File: src/rtl/tmlt_pkg.sv
package tmlt_pkg;

  // Default bound on recorded packets and message slots
  localparam int MAX_MESSAGES_DEF = 64;

  // Depth of the queues around the message engine
  localparam int QUEUE_DEPTH = 2;

  // Configuration register indexes
  localparam int CFG_IDX_W  = 1;
  localparam int CFG_DATA_W = 1;
  localparam logic [CFG_IDX_W-1:0] REG_ENABLE      = 1'd0;
  localparam logic [CFG_IDX_W-1:0] REG_COUNT_EMPTY = 1'd1;

  // Segment after classification, waiting for the message engine
  typedef struct packed {
    logic        en;
    logic        count_empty;
    logic [31:0] seq_number;
    logic [31:0] ack_number;
    logic [15:0] payload;
    logic        short_segment;
    logic [31:0] ts_sec;
    logic [19:0] ts_usec;
  } tmlt_item_t;

  // One result item
  typedef struct packed {
    logic        pkt_recorded;
    logic [6:0]  pkt_count;
    logic [31:0] seq_delta;
    logic [31:0] ack_delta;
    logic [5:0]  msg_index;
    logic [31:0] msg_length;
    logic [31:0] msg_time_sec;
    logic [19:0] msg_time_usec;
    logic [6:0]  msg_count;
    logic        msg_table_full;
    logic        short_segment;
  } tmlt_result_t;

endpackage

File: src/rtl/tmlt_fifo.sv
module tmlt_fifo #(
  parameter int WIDTH = 8,
  parameter int DEPTH = 2
) (
  input  logic             clk,
  input  logic             rst_n,
  input  logic             push,
  input  logic [WIDTH-1:0] wdata,
  output logic             full,
  input  logic             pop,
  output logic [WIDTH-1:0] rdata,
  output logic             empty
);
  localparam int PTR_W = (DEPTH > 1) ? $clog2(DEPTH) : 1;
  localparam int CNT_W = $clog2(DEPTH + 1);

  logic [WIDTH-1:0] mem_r [DEPTH];
  logic [PTR_W-1:0] wr_ptr_r, wr_ptr_nxt;
  logic [PTR_W-1:0] rd_ptr_r, rd_ptr_nxt;
  logic [CNT_W-1:0] count_r, count_nxt;
  logic             do_push, do_pop;

  assign full    = (count_r == CNT_W'(DEPTH));
  assign empty   = (count_r == '0);
  assign do_push = push && !full;
  assign do_pop  = pop && !empty;
  assign rdata   = mem_r[rd_ptr_r];

  // Advance pointers and occupancy
  always_comb begin
    wr_ptr_nxt = wr_ptr_r;
    rd_ptr_nxt = rd_ptr_r;
    count_nxt  = count_r;
    if (do_push) begin
      wr_ptr_nxt = (wr_ptr_r == PTR_W'(DEPTH - 1)) ? '0 : wr_ptr_r + 1'b1;
    end
    if (do_pop) begin
      rd_ptr_nxt = (rd_ptr_r == PTR_W'(DEPTH - 1)) ? '0 : rd_ptr_r + 1'b1;
    end
    if (do_push && !do_pop) begin
      count_nxt = count_r + 1'b1;
    end else if (do_pop && !do_push) begin
      count_nxt = count_r - 1'b1;
    end
  end

  always_ff @(posedge clk) begin
    if (!rst_n) begin
      wr_ptr_r <= '0;
      rd_ptr_r <= '0;
      count_r  <= '0;
    end else begin
      wr_ptr_r <= wr_ptr_nxt;
      rd_ptr_r <= rd_ptr_nxt;
      count_r  <= count_nxt;
    end
  end

  // Store the entry on a push
  always_ff @(posedge clk) begin
    if (do_push) begin
      mem_r[wr_ptr_r] <= wdata;
    end
  end

endmodule

File: src/rtl/tmlt_front.sv
module tmlt_front (
  input  logic                           clk,
  input  logic                           rst_n,
  input  logic                           cfg_we,
  input  logic [tmlt_pkg::CFG_IDX_W-1:0]  cfg_index,
  input  logic [tmlt_pkg::CFG_DATA_W-1:0] cfg_wdata,
  input  logic [31:0]                    in_seq_number,
  input  logic [31:0]                    in_ack_number,
  input  logic [3:0]                     in_header_words,
  input  logic [15:0]                    in_segment_length,
  input  logic [31:0]                    in_ts_sec,
  input  logic [19:0]                    in_ts_usec,
  output tmlt_pkg::tmlt_item_t           item
);
  import tmlt_pkg::*;

  logic        enable_r, enable_nxt;
  logic        count_empty_r, count_empty_nxt;
  logic [15:0] hdr_bytes;

  // Decode configuration writes
  always_comb begin
    enable_nxt      = enable_r;
    count_empty_nxt = count_empty_r;
    if (cfg_we) begin
      case (cfg_index)
        REG_ENABLE:      enable_nxt      = cfg_wdata[0];
        REG_COUNT_EMPTY: count_empty_nxt = cfg_wdata[0];
        default: ;
      endcase
    end
  end

  always_ff @(posedge clk) begin
    if (!rst_n) begin
      enable_r      <= 1'b1;
      count_empty_r <= 1'b0;
    end else begin
      enable_r      <= enable_nxt;
      count_empty_r <= count_empty_nxt;
    end
  end

  // Classify the segment: payload bytes and the short flag
  assign hdr_bytes = {10'd0, in_header_words, 2'b00};

  always_comb begin
    item.en            = enable_r;
    item.count_empty   = count_empty_r;
    item.seq_number    = in_seq_number;
    item.ack_number    = in_ack_number;
    item.ts_sec        = in_ts_sec;
    item.ts_usec       = in_ts_usec;
    item.short_segment = enable_r && (in_segment_length < hdr_bytes);
    if (in_segment_length < hdr_bytes) begin
      item.payload = '0;
    end else begin
      item.payload = in_segment_length - hdr_bytes;
    end
  end

endmodule

File: src/rtl/tmlt_back.sv
module tmlt_back #(
  parameter int MAX_MESSAGES = tmlt_pkg::MAX_MESSAGES_DEF
) (
  input  logic                   clk,
  input  logic                   rst_n,
  input  tmlt_pkg::tmlt_item_t   item,
  input  logic                   item_valid,
  output logic                   item_pop,
  output tmlt_pkg::tmlt_result_t result,
  output logic                   result_push,
  input  logic                   result_full
);
  import tmlt_pkg::*;

  localparam int CNT_W = $clog2(MAX_MESSAGES + 1);

  logic [CNT_W-1:0] rec_cnt_r, rec_cnt_nxt;
  logic [31:0]      prev_seq_r, prev_seq_nxt;
  logic [31:0]      prev_ack_r, prev_ack_nxt;
  logic [CNT_W-1:0] msg_idx_r, msg_idx_nxt;
  logic [31:0]      msg_len_r, msg_len_nxt;
  logic [31:0]      msg_sec_r, msg_sec_nxt;
  logic [19:0]      msg_usec_r, msg_usec_nxt;
  logic [CNT_W-1:0] msg_cnt_r, msg_cnt_nxt;
  logic [31:0]      last_ack_r, last_ack_nxt;
  logic             tbl_full_r, tbl_full_nxt;

  logic             go;
  logic             rec;
  logic             adv;
  logic             use_seg;
  logic [31:0]      base_len;
  logic [32:0]      len_sum;
  logic [31:0]      dseq, dack;

  assign go          = item_valid && !result_full;
  assign item_pop    = go;
  assign result_push = go;

  // Work out the next state for the segment at the queue head
  always_comb begin
    rec_cnt_nxt  = rec_cnt_r;
    prev_seq_nxt = prev_seq_r;
    prev_ack_nxt = prev_ack_r;
    msg_idx_nxt  = msg_idx_r;
    msg_len_nxt  = msg_len_r;
    msg_sec_nxt  = msg_sec_r;
    msg_usec_nxt = msg_usec_r;
    msg_cnt_nxt  = msg_cnt_r;
    last_ack_nxt = last_ack_r;
    tbl_full_nxt = tbl_full_r;
    dseq         = '0;
    dack         = '0;
    adv          = (item.ack_number != last_ack_r) && (msg_len_r != '0);
    use_seg      = item.count_empty || (item.payload != '0);
    base_len     = adv ? '0 : msg_len_r;
    len_sum      = {1'b0, base_len} + 33'(item.payload);
    rec          = item.en && (rec_cnt_r < CNT_W'(MAX_MESSAGES));

    // Record seq and ack as deltas, for the first recorded segment as raw values
    if (rec) begin
      if (rec_cnt_r == '0) begin
        dseq = item.seq_number;
        dack = item.ack_number;
      end else begin
        dseq = item.seq_number - prev_seq_r;
        dack = item.ack_number - prev_ack_r;
      end
      prev_seq_nxt = item.seq_number;
      prev_ack_nxt = item.ack_number;
      rec_cnt_nxt  = rec_cnt_r + 1'b1;
    end

    // Group payload into messages
    if (item.en && !tbl_full_r) begin
      if (adv && (msg_idx_r == CNT_W'(MAX_MESSAGES - 1))) begin
        tbl_full_nxt = 1'b1;
      end else begin
        if (adv) begin
          msg_idx_nxt  = msg_idx_r + 1'b1;
          msg_len_nxt  = '0;
          msg_sec_nxt  = '0;
          msg_usec_nxt = '0;
        end
        if (use_seg) begin
          if ((base_len == '0) && (msg_cnt_r < CNT_W'(MAX_MESSAGES))) begin
            msg_cnt_nxt = msg_cnt_r + 1'b1;
          end
          msg_len_nxt  = len_sum[32] ? '1 : len_sum[31:0];
          msg_sec_nxt  = item.ts_sec;
          msg_usec_nxt = item.ts_usec;
        end
        last_ack_nxt = item.ack_number;
      end
    end
  end

  // Build the result from the updated state
  always_comb begin
    result.pkt_recorded   = rec;
    result.pkt_count      = 7'(rec_cnt_nxt);
    result.seq_delta      = dseq;
    result.ack_delta      = dack;
    result.msg_index      = 6'(msg_idx_nxt);
    result.msg_length     = msg_len_nxt;
    result.msg_time_sec   = msg_sec_nxt;
    result.msg_time_usec  = msg_usec_nxt;
    result.msg_count      = 7'(msg_cnt_nxt);
    result.msg_table_full = tbl_full_nxt;
    result.short_segment  = item.short_segment;
  end

  always_ff @(posedge clk) begin
    if (!rst_n) begin
      rec_cnt_r  <= '0;
      prev_seq_r <= '0;
      prev_ack_r <= '0;
      msg_idx_r  <= '0;
      msg_len_r  <= '0;
      msg_sec_r  <= '0;
      msg_usec_r <= '0;
      msg_cnt_r  <= '0;
      last_ack_r <= '0;
      tbl_full_r <= 1'b0;
    end else if (go) begin
      rec_cnt_r  <= rec_cnt_nxt;
      prev_seq_r <= prev_seq_nxt;
      prev_ack_r <= prev_ack_nxt;
      msg_idx_r  <= msg_idx_nxt;
      msg_len_r  <= msg_len_nxt;
      msg_sec_r  <= msg_sec_nxt;
      msg_usec_r <= msg_usec_nxt;
      msg_cnt_r  <= msg_cnt_nxt;
      last_ack_r <= last_ack_nxt;
      tbl_full_r <= tbl_full_nxt;
    end
  end

endmodule

File: src/rtl/tcp_message_length_tracker.sv
// TCP message length tracker: takes one TCP segment of a flow per transfer and returns
// one result per segment, grouping payload bytes into messages by acknowledgement number
// and reporting seq/ack deltas for the first MAX_MESSAGES segments. Sustained rate is one
// segment per cycle while the result queue is not full; the engine takes each segment
// from the item queue and pushes its result to the result queue for the out_ ports.
// The rate is set by the message engine, which updates all per-flow state at once.
// Two-entry queues in front of and behind the engine let the input and result sides
// stall independently. Write configuration only while no results are outstanding.
module tcp_message_length_tracker #(
  parameter int MAX_MESSAGES = tmlt_pkg::MAX_MESSAGES_DEF
) (
  input  logic                           clk,
  input  logic                           rst_n,
  input  logic                           cfg_we,
  input  logic [tmlt_pkg::CFG_IDX_W-1:0]  cfg_index,
  input  logic [tmlt_pkg::CFG_DATA_W-1:0] cfg_wdata,
  input  logic                           push,
  output logic                           full,
  input  logic [31:0]                    in_seq_number,
  input  logic [31:0]                    in_ack_number,
  input  logic [3:0]                     in_header_words,
  input  logic [15:0]                    in_segment_length,
  input  logic [31:0]                    in_ts_sec,
  input  logic [19:0]                    in_ts_usec,
  output logic                           empty,
  input  logic                           pop,
  output logic                           out_pkt_recorded,
  output logic [6:0]                     out_pkt_count,
  output logic [31:0]                    out_seq_delta,
  output logic [31:0]                    out_ack_delta,
  output logic [5:0]                     out_msg_index,
  output logic [31:0]                    out_msg_length,
  output logic [31:0]                    out_msg_time_sec,
  output logic [19:0]                    out_msg_time_usec,
  output logic [6:0]                     out_msg_count,
  output logic                           out_msg_table_full,
  output logic                           out_short_segment
);
  import tmlt_pkg::*;

  tmlt_item_t   front_item;
  tmlt_item_t   head_item;
  logic         item_empty;
  logic         item_pop;
  tmlt_result_t eng_result;
  tmlt_result_t out_result;
  logic         result_push;
  logic         result_full;

  // Classify incoming segments and hold configuration
  tmlt_front u_front (
    .clk               (clk),
    .rst_n             (rst_n),
    .cfg_we            (cfg_we),
    .cfg_index         (cfg_index),
    .cfg_wdata         (cfg_wdata),
    .in_seq_number     (in_seq_number),
    .in_ack_number     (in_ack_number),
    .in_header_words   (in_header_words),
    .in_segment_length (in_segment_length),
    .in_ts_sec         (in_ts_sec),
    .in_ts_usec        (in_ts_usec),
    .item              (front_item)
  );

  // Queue classified segments for the engine
  tmlt_fifo #(
    .WIDTH ($bits(tmlt_item_t)),
    .DEPTH (QUEUE_DEPTH)
  ) u_item_q (
    .clk   (clk),
    .rst_n (rst_n),
    .push  (push),
    .wdata (front_item),
    .full  (full),
    .pop   (item_pop),
    .rdata (head_item),
    .empty (item_empty)
  );

  // Update message state one segment per cycle while the result queue has room
  tmlt_back #(
    .MAX_MESSAGES (MAX_MESSAGES)
  ) u_back (
    .clk         (clk),
    .rst_n       (rst_n),
    .item        (head_item),
    .item_valid  (!item_empty),
    .item_pop    (item_pop),
    .result      (eng_result),
    .result_push (result_push),
    .result_full (result_full)
  );

  // Hold results until the consumer takes them
  tmlt_fifo #(
    .WIDTH ($bits(tmlt_result_t)),
    .DEPTH (QUEUE_DEPTH)
  ) u_result_q (
    .clk   (clk),
    .rst_n (rst_n),
    .push  (result_push),
    .wdata (eng_result),
    .full  (result_full),
    .pop   (pop),
    .rdata (out_result),
    .empty (empty)
  );

  assign out_pkt_recorded   = out_result.pkt_recorded;
  assign out_pkt_count      = out_result.pkt_count;
  assign out_seq_delta      = out_result.seq_delta;
  assign out_ack_delta      = out_result.ack_delta;
  assign out_msg_index      = out_result.msg_index;
  assign out_msg_length     = out_result.msg_length;
  assign out_msg_time_sec   = out_result.msg_time_sec;
  assign out_msg_time_usec  = out_result.msg_time_usec;
  assign out_msg_count      = out_result.msg_count;
  assign out_msg_table_full = out_result.msg_table_full;
  assign out_short_segment  = out_result.short_segment;

endmodule

File: config.mk
export PLATFORM = sky130hd
export DESIGN_NAME = tcp_message_length_tracker
export DESIGN_NICKNAME = d
export VERILOG_FILES = /design/src/rtl/tmlt_pkg.sv /design/src/rtl/tmlt_fifo.sv /design/src/rtl/tmlt_front.sv /design/src/rtl/tmlt_back.sv /design/src/rtl/tcp_message_length_tracker.sv
export SDC_FILE = /design/constraint.sdc
export NUM_CORES = 1
export LEC_CHECK = 0
export BUFFER_PORTS_ARGS = -buffer_cell sky130_fd_sc_hd__clkbuf_2
export CAP_MARGIN = 10
export CORE_ASPECT_RATIO = 0.6
export CORE_UTILIZATION = 65
export CTS_CLUSTER_DIAMETER = 60
export DETAILED_ROUTE_END_ITERATION = 7
export PLACE_DENSITY = 0.95
export SLEW_MARGIN = 20
export SYNTH_ARGS = -nofsm -noshare
export SYNTH_HDL_FRONTEND = slang
export SYNTH_SLANG_ARGS = --single-unit
File: constraint.sdc
create_clock -name clk -period 26 [get_ports clk]
set_input_delay 1.3 -clock clk [delete_from_list [all_inputs] [get_ports clk]]
set_output_delay 1.3 -clock clk [all_outputs]
set_load 0.01 [all_outputs]
==> results of run 1 <==
## cells in the mapped netlist (14+ instances only)
cell       count
and2_1        21
nand2_1      154
buf_1         15
nor4_1        25
nor2_1       394
inv_1        150
dfxtp_1      214
nand4_1       14
a21o_1        34
or3_1         17
o21ai_0       94
a21oi_1      136
nor3_1        87
edfxtp_1     612
o21a_1        22
mux2_2       210
clkbuf_1     122
nor2b_1       14
ha_1          88
a211oi_1     120
xor2_1        46
mux2i_1       90
and3_1        25
xnor2_1       84
o2bb2ai_1     53
a31oi_1       18
nand3_1       41
## power by group
group	switching [mW]	internal, mW	leakage, nW
clock network	0.503	0.651	1.23
registers	0.173	1.94	7.49
logic	1.50	0.880	6.81
total	2.17	3.47	15.5
## area by class of cell
type                       instances  area [um2]
timing repair buffer             345        1810
fill                            3396       14200
sequential                       826       22700
inverter                         151         572
clock buffer                     106        2090
multi-input combinational       1935       13400
antenna                            3        7.51
clock inverter                    31         458
tap                              759         950
## cells by family after synthesis
group                    Yosys count  synth area share, %
buffers and inverters            303                 3.15
AND/OR/NAND/NOR                  825                 9.87
multiplexers                     309                 9.12
XOR/XNOR                         130                 3.06
adder cells (fa/ha/maj)           92                 3.18
AO/OA/AOI/OAI                    579                 10.6
flip-flops                       826                 61.0
## flip-flops by register name, summed over array words and instances, names as in the netlist, named ones only
| name | flops |
|---|---|
| u_back.last_ack_r | 32 |
| u_back.msg_cnt_r | 7 |
| u_back.msg_idx_r | 7 |
| u_back.msg_len_r | 32 |
| u_back.msg_sec_r | 32 |
| u_back.msg_usec_r | 20 |
| u_back.prev_ack_r | 32 |
| u_back.prev_seq_r | 32 |
| u_back.rec_cnt_r | 7 |
| u_back.tbl_full_r | 1 |
| u_front.count_empty_r | 1 |
| u_front.enable_r | 1 |
| u_item_q.count_r | 2 |
| u_item_q.mem_r | 270 |
| u_item_q.rd_ptr_r | 1 |
| u_item_q.wr_ptr_r | 1 |
| u_result_q.count_r | 2 |
| u_result_q.mem_r | 342 |
| u_result_q.rd_ptr_r | 1 |
| u_result_q.wr_ptr_r | 1 |
## routing by layer
layer | wire [um] | vias to the layer above
met4 | 3540 | 0
met2 | 42400 | 1591
met5 | 0 | -
met3 | 9230 | 253
met1 | 38000 | 12600
li1 | - | 11800
## final timing paths
kind / startpoint / to / slack (ns)
worst max-delay path: flop / u_result_q.mem_r[0][73] / 19.06
worst min-delay path: u_back.msg_idx_r[6] / u_back.msg_idx_r[6] / 0.46
worst max register to register: flop / u_result_q.mem_r[0][73] / 19.06
worst min register to register: u_back.msg_idx_r[6] / u_back.msg_idx_r[6] / 0.46
==> results.toml, run 1 <==
[placed_design]
placedCellCount = 4016
hpwl_um = 57800
dpl_cell_area_um2 = 39400
gp_congestion = 0.943
pre_cts_ws_ns = 19.20
port_buffers = 315

[route]
num_vias = 26300
ant_nets = 0
dr.first_iter.drc_count = 3036
wl_um = 93100
routedWlPerCell_um = 22.4
dr.pass1.iters = 8
vias_per_cell = 6.32
drc = 1

[global_routing]
grt_pass1_wl_um = 143000
grt_max_degree = 113
grt_pass1_vias = 25600
grt_overflow = 0
antenna_found_initial = 2
busiest_layer = "met2"
use_met3_pct = 6.09
gr-usage-met2_pct = 49.2
grtUsageMet1_pct = 43.8
gr-usage-all-layers_pct = 31.4

[floorplan]
die_w_um = 311
die_area_um2 = 58200
coreArea_um2 = 56200
fp.dieH_um = 187
start_util_pct = 66.2
pin_count = 316
rows = 67

[power]
finalPower_mw = 5.64
p_leak_nw = 15.5
irDropWorstVdd_v = 0.000112
power_density_nw_per_um2 = 134

[setup_path]
critPathSlowestCell = "dfxtp_4"
critPathKind = "reg -> reg"
crit_chain = "mux2i_2 -> xnor2_1 -> nor4_1 -> nand2_1 -> o41ai_4 -> buf_4 -> and2_1 -> ha_1 -> a2111oi_0 -> o21ai_0 -> a311oi_1 -> o21bai_1 -> a21oi_1 -> a211oi_2 -> a41oi_1 -> a211oi_1 -> a21o_1"
start_kind = "flop"
path_depth = 17
cp_max_fo = 44
arrival_ns = 7.32
ff2ff_path_depth = 17
cp-end-kind = "flop"
worstPathRequired_ns = 26.38
cpLargestDelayFamily = "compound AO/OA/AOI/OAI gates"
critPathBufInv = 1
slowest_delay_ns = 0.98

[cells_and_area]
final_cell_area_um2 = 42000
layout_commonest_cell = "edfxtp_1"
nets = 3568
fin_util_pct = 74.7
fin_cells = 4156
area_delta_synth_final_pct = 12.9
final_cell_mix = "edfxtp_1 (612), nor2_1 (392), clkbuf_2 (315), dfxtp_1 (212), mux2_2 (210)"
drive_gt1_share_pct = 20.8

[sta]
min_period_ns = 6.94
worst_slack_ns = 19.06
finalSetupViolCount = 0
slew_violations = 0
hold_viol_final = 0
fin_crit_sh_pct = 26.7
whs_ns = 0.460
tightestPinTransition_ns = 1.11
fin_skew_ns = 0.0242
max_freq_ghz = 0.144
tns_ns = 0
rsz0062_at_grt = "false"
slew_headroom_pct = 26.1

[yosys]
synthArstFlopShare_pct = 0
synthDominantCellAreaShare_pct = 49.5
synth.distinct_cells = 75
synth_seq_area_share_pct = 61.0
syn-cell-area_um2 = 37200
ys_ff_latch = 826
syn_inst = 3064
yosysTopAreaCell = "edfxtp_1"
yosys_warnings = 0
postSynthAreaPerCell_um2 = 12.1
synthFlopType = "edfxtp_1"
syn-num-nets = 3299
synthTopCellsByArea = "edfxtp_1 (49%), dfxtp_1 (12%), mux2_2 (6.4%)"
synth_edf_count = 612

[clock_tree]
cts.sinks = 826
h-tree-depth = 3
clock_latency_ns = 0.64
cts_root_buf = "clkbuf_16"
post_cts.repair.setup_buffers = 0
cts_tree = "built"
clk_pin_slew_ns = 0.07
ctsHoldBuffers = 0
ctsLongestPathBuffers = 3
post_cts_resized = 0
cts-buffers-inserted = 74

[run]
maxCapViolCount = 0

[status]
violations = "design-rule violations"
outcome = "finished with violations"

[worst_hold_path]
min_path_cells = 1
min_path_type = "reg -> reg"
Power figures use the tool's default switching activity.
==> inputs of run 2 (changes only) <==
--- a/config.mk
+++ b/config.mk
@@ -8,10 +8,10 @@
 export BUFFER_PORTS_ARGS = -buffer_cell sky130_fd_sc_hd__clkbuf_2
 export CAP_MARGIN = 10
 export CORE_ASPECT_RATIO = 0.6
-export CORE_UTILIZATION = 65
+export CORE_UTILIZATION = 54
 export CTS_CLUSTER_DIAMETER = 60
 export DETAILED_ROUTE_END_ITERATION = 7
-export PLACE_DENSITY = 0.95
+export PLACE_DENSITY = 0.87
 export SLEW_MARGIN = 20
 export SYNTH_ARGS = -nofsm -noshare
 export SYNTH_HDL_FRONTEND = slang
==> constraint.sdc (replaced) <==
create_clock -name clk -period 6.35 [get_ports clk]
set_input_delay 0.3175 -clock clk [delete_from_list [all_inputs] [get_ports clk]]
set_output_delay 0.3175 -clock clk [all_outputs]
set_load 0.01 [all_outputs]
==> results.toml, run 2 (synthesized netlist as in run 1, its figures left out) <==
[placed_design]
hpwl_um = 57300
gp_congestion = 0.935
dpl_cell_area_um2 = 39800
pre_cts_ws_ns = 0.286
port_buffers = 315

[floorplan]
pin_count = 316
die_area_um2 = 69900
die_w_um = 341
coreArea_um2 = 68100
fp.dieH_um = 205
start_util_pct = 54.6
rows = 74

[run]
maxCapViolCount = 0

[setup_path]
timing.rr.end = "u_result_q.mem_r[0][76]"
worst_path_most_repeated_cell = "o21ai_0"
r2r_setup_slack_ns = 0.42
slowest_delay_ns = 0.57
crit_chain = "buf_12 -> mux2i_1 -> xnor2_1 -> nor4_1 -> nand2_1 -> o41ai_4 -> and2_1 -> ha_1 -> a2111oi_0 -> o21ai_0 -> a311oi_1 -> o21bai_1 -> a21oi_1 -> a211oi_2 -> buf_4 -> a41oi_2 -> o21ai_0 -> a22o_1"
worstPathRequired_ns = 6.74
ff2ff_path_depth = 18
critPathSlowestCell = "dfxtp_4"
cp_max_fo = 19
cp-end-kind = "flop"
start_kind = "flop"
arrival_ns = 6.32
critPathKind = "reg -> reg"

[route]
dr.pass1.iters = 7
routedWlPerCell_um = 21.2
drc = 0
vias_per_cell = 5.91
wl_um = 94000
dr.first_iter.drc_count = 2769
num_vias = 26200
ant_nets = 0

[clock_tree]
clock_latency_ns = 0.64
clk_pin_slew_ns = 0.07
cts_root_buf = "clkbuf_16"
ctsLongestPathBuffers = 3
h-tree-depth = 3
cts-buffers-inserted = 75
cts.sinks = 826
cts_tree = "built"
post_cts.repair.setup_buffers = 0

[power]
power_density_nw_per_um2 = 532
irDropWorstVdd_v = 0.000489
p_leak_nw = 16.1

[sta]
tightestPinTransition_ns = 1.50
tns_ns = 0
fin_skew_ns = 0.0314
max_freq_ghz = 0.169
fin_crit_sh_pct = 93.4
slew_violations = 29
min_period_ns = 5.93
slew_headroom_pct = -0.333
rsz0062_at_grt = "false"
finalSetupViolCount = 0
hold_viol_final = 0
worst_slack_ns = 0.422

[cells_and_area]
fin_util_pct = 64.0
nets = 3698
final_cell_area_um2 = 43500
layout_commonest_cell = "edfxtp_1"
largest_reg_flops = 342
fillers = 4881
drive_gt1_share_pct = 20.6
reg.largest.list = "u_result_q.mem_r: 342 flops, u_item_q.mem_r: 270 flops"
final_cell_mix = "edfxtp_1 (612), nor2_1 (392), clkbuf_2 (315), dfxtp_1 (212), mux2_2 (210)"
area_delta_synth_final_pct = 17.2
regMostFlops = "u_result_q.mem_r"

[global_routing]
grt_max_degree = 180
antenna_found_initial = 1
gr-usage-all-layers_pct = 26.4
grt_pass1_wl_um = 143000
grt_overflow = 0
grt_pass1_vias = 25400

[worst_hold_path]
hp-start = "in_segment_length[15]"
min_path_type = "in -> reg"
min_path_cells = 3
hold_end = "u_item_q.mem_r[0][67]"

[status]
violations = "max-slew violations"
outcome = "finished with violations"
==> run 2: layout make-up <==
type,count,area (um2),share of cell area [%]
well taps,912,1140,2.62
clock buffers,95,2010,4.63
repair buffers,474,3170,7.28
flip-flops and latches,826,22700,52.1
diodes,1,2.50,0.00575
inverters,151,572,1.31
clock inverters,45,554,1.27
multi-input cells,1935,13400,30.8
==> run 2: worst max-delay path by stage <==
stage | slack, ns | from | end
detailed placement | 0.29 | flop | u_result_q.mem_r[0][76]
CTS | 0.25 | flop | u_result_q.mem_r[0][76]
floorplan | 0.41 | u_result_q.count_r[0] | u_result_q.mem_r[0][0]
global route | 0.08 | flop | u_result_q.mem_r[0][65]
global placement | 0.54 | flop | u_result_q.mem_r[0][76]
finish | 0.42 | flop | u_result_q.mem_r[0][76]
==> run 2: worst max-delay path, delay by kind of cell (launching register included) <==
kind / cells / cell delay, ns
XOR/XNOR: 1 / 0.12
AND/OR/NAND/NOR: 3 / 0.73
adder cells (fa/ha/maj): 1 / 0.29
buffers and inverters: 2 / 0.44
flip-flops: 1 / 0.57
multiplexers: 1 / 0.39
AO/OA/AOI/OAI: 10 / 3.16
==> run 2: timing repair <==
action	CTS	global route
endpoints found under the hold margin	234	0
gates resized for setup	0	5
endpoints found under the setup margin	0	43
hold buffers	119	0
==> run 2: per-layer routing <==
metal  GRT usage [%]  wire (um)
met1            37.3      40800
met2            41.7      43200
met3            4.43       7280
met4            8.63       2670
met5               0         13
==> run 2: stage by stage <==
step | total power [mW] | hold WS [ns] | std cells
4_1_cts | 23.0 | 0.00936 | 4438
2_1_floorplan | 15.2 | 0.416 | 3064
3_5_place_dp | 18.2 | 0.454 | 4179
6_report | 23.2 | 0.0500 | 4439
5_1_grt | 24.4 | 0.0575 | 4438
3_3_place_gp | 17.8 | 0.445 | 4179
==> run 2: where the power goes <==
| group | switching (mW) | leakage [nW] | internal [mW] | total (mW) |
|---|---|---|---|---|
| logic | 6.14 | 7.39 | 3.71 | 9.85 |
| registers | 0.629 | 7.49 | 7.93 | 8.56 |
| clock network | 2.08 | 1.25 | 2.67 | 4.75 |
| total | 8.85 | 16.1 | 14.3 | 23.2 |
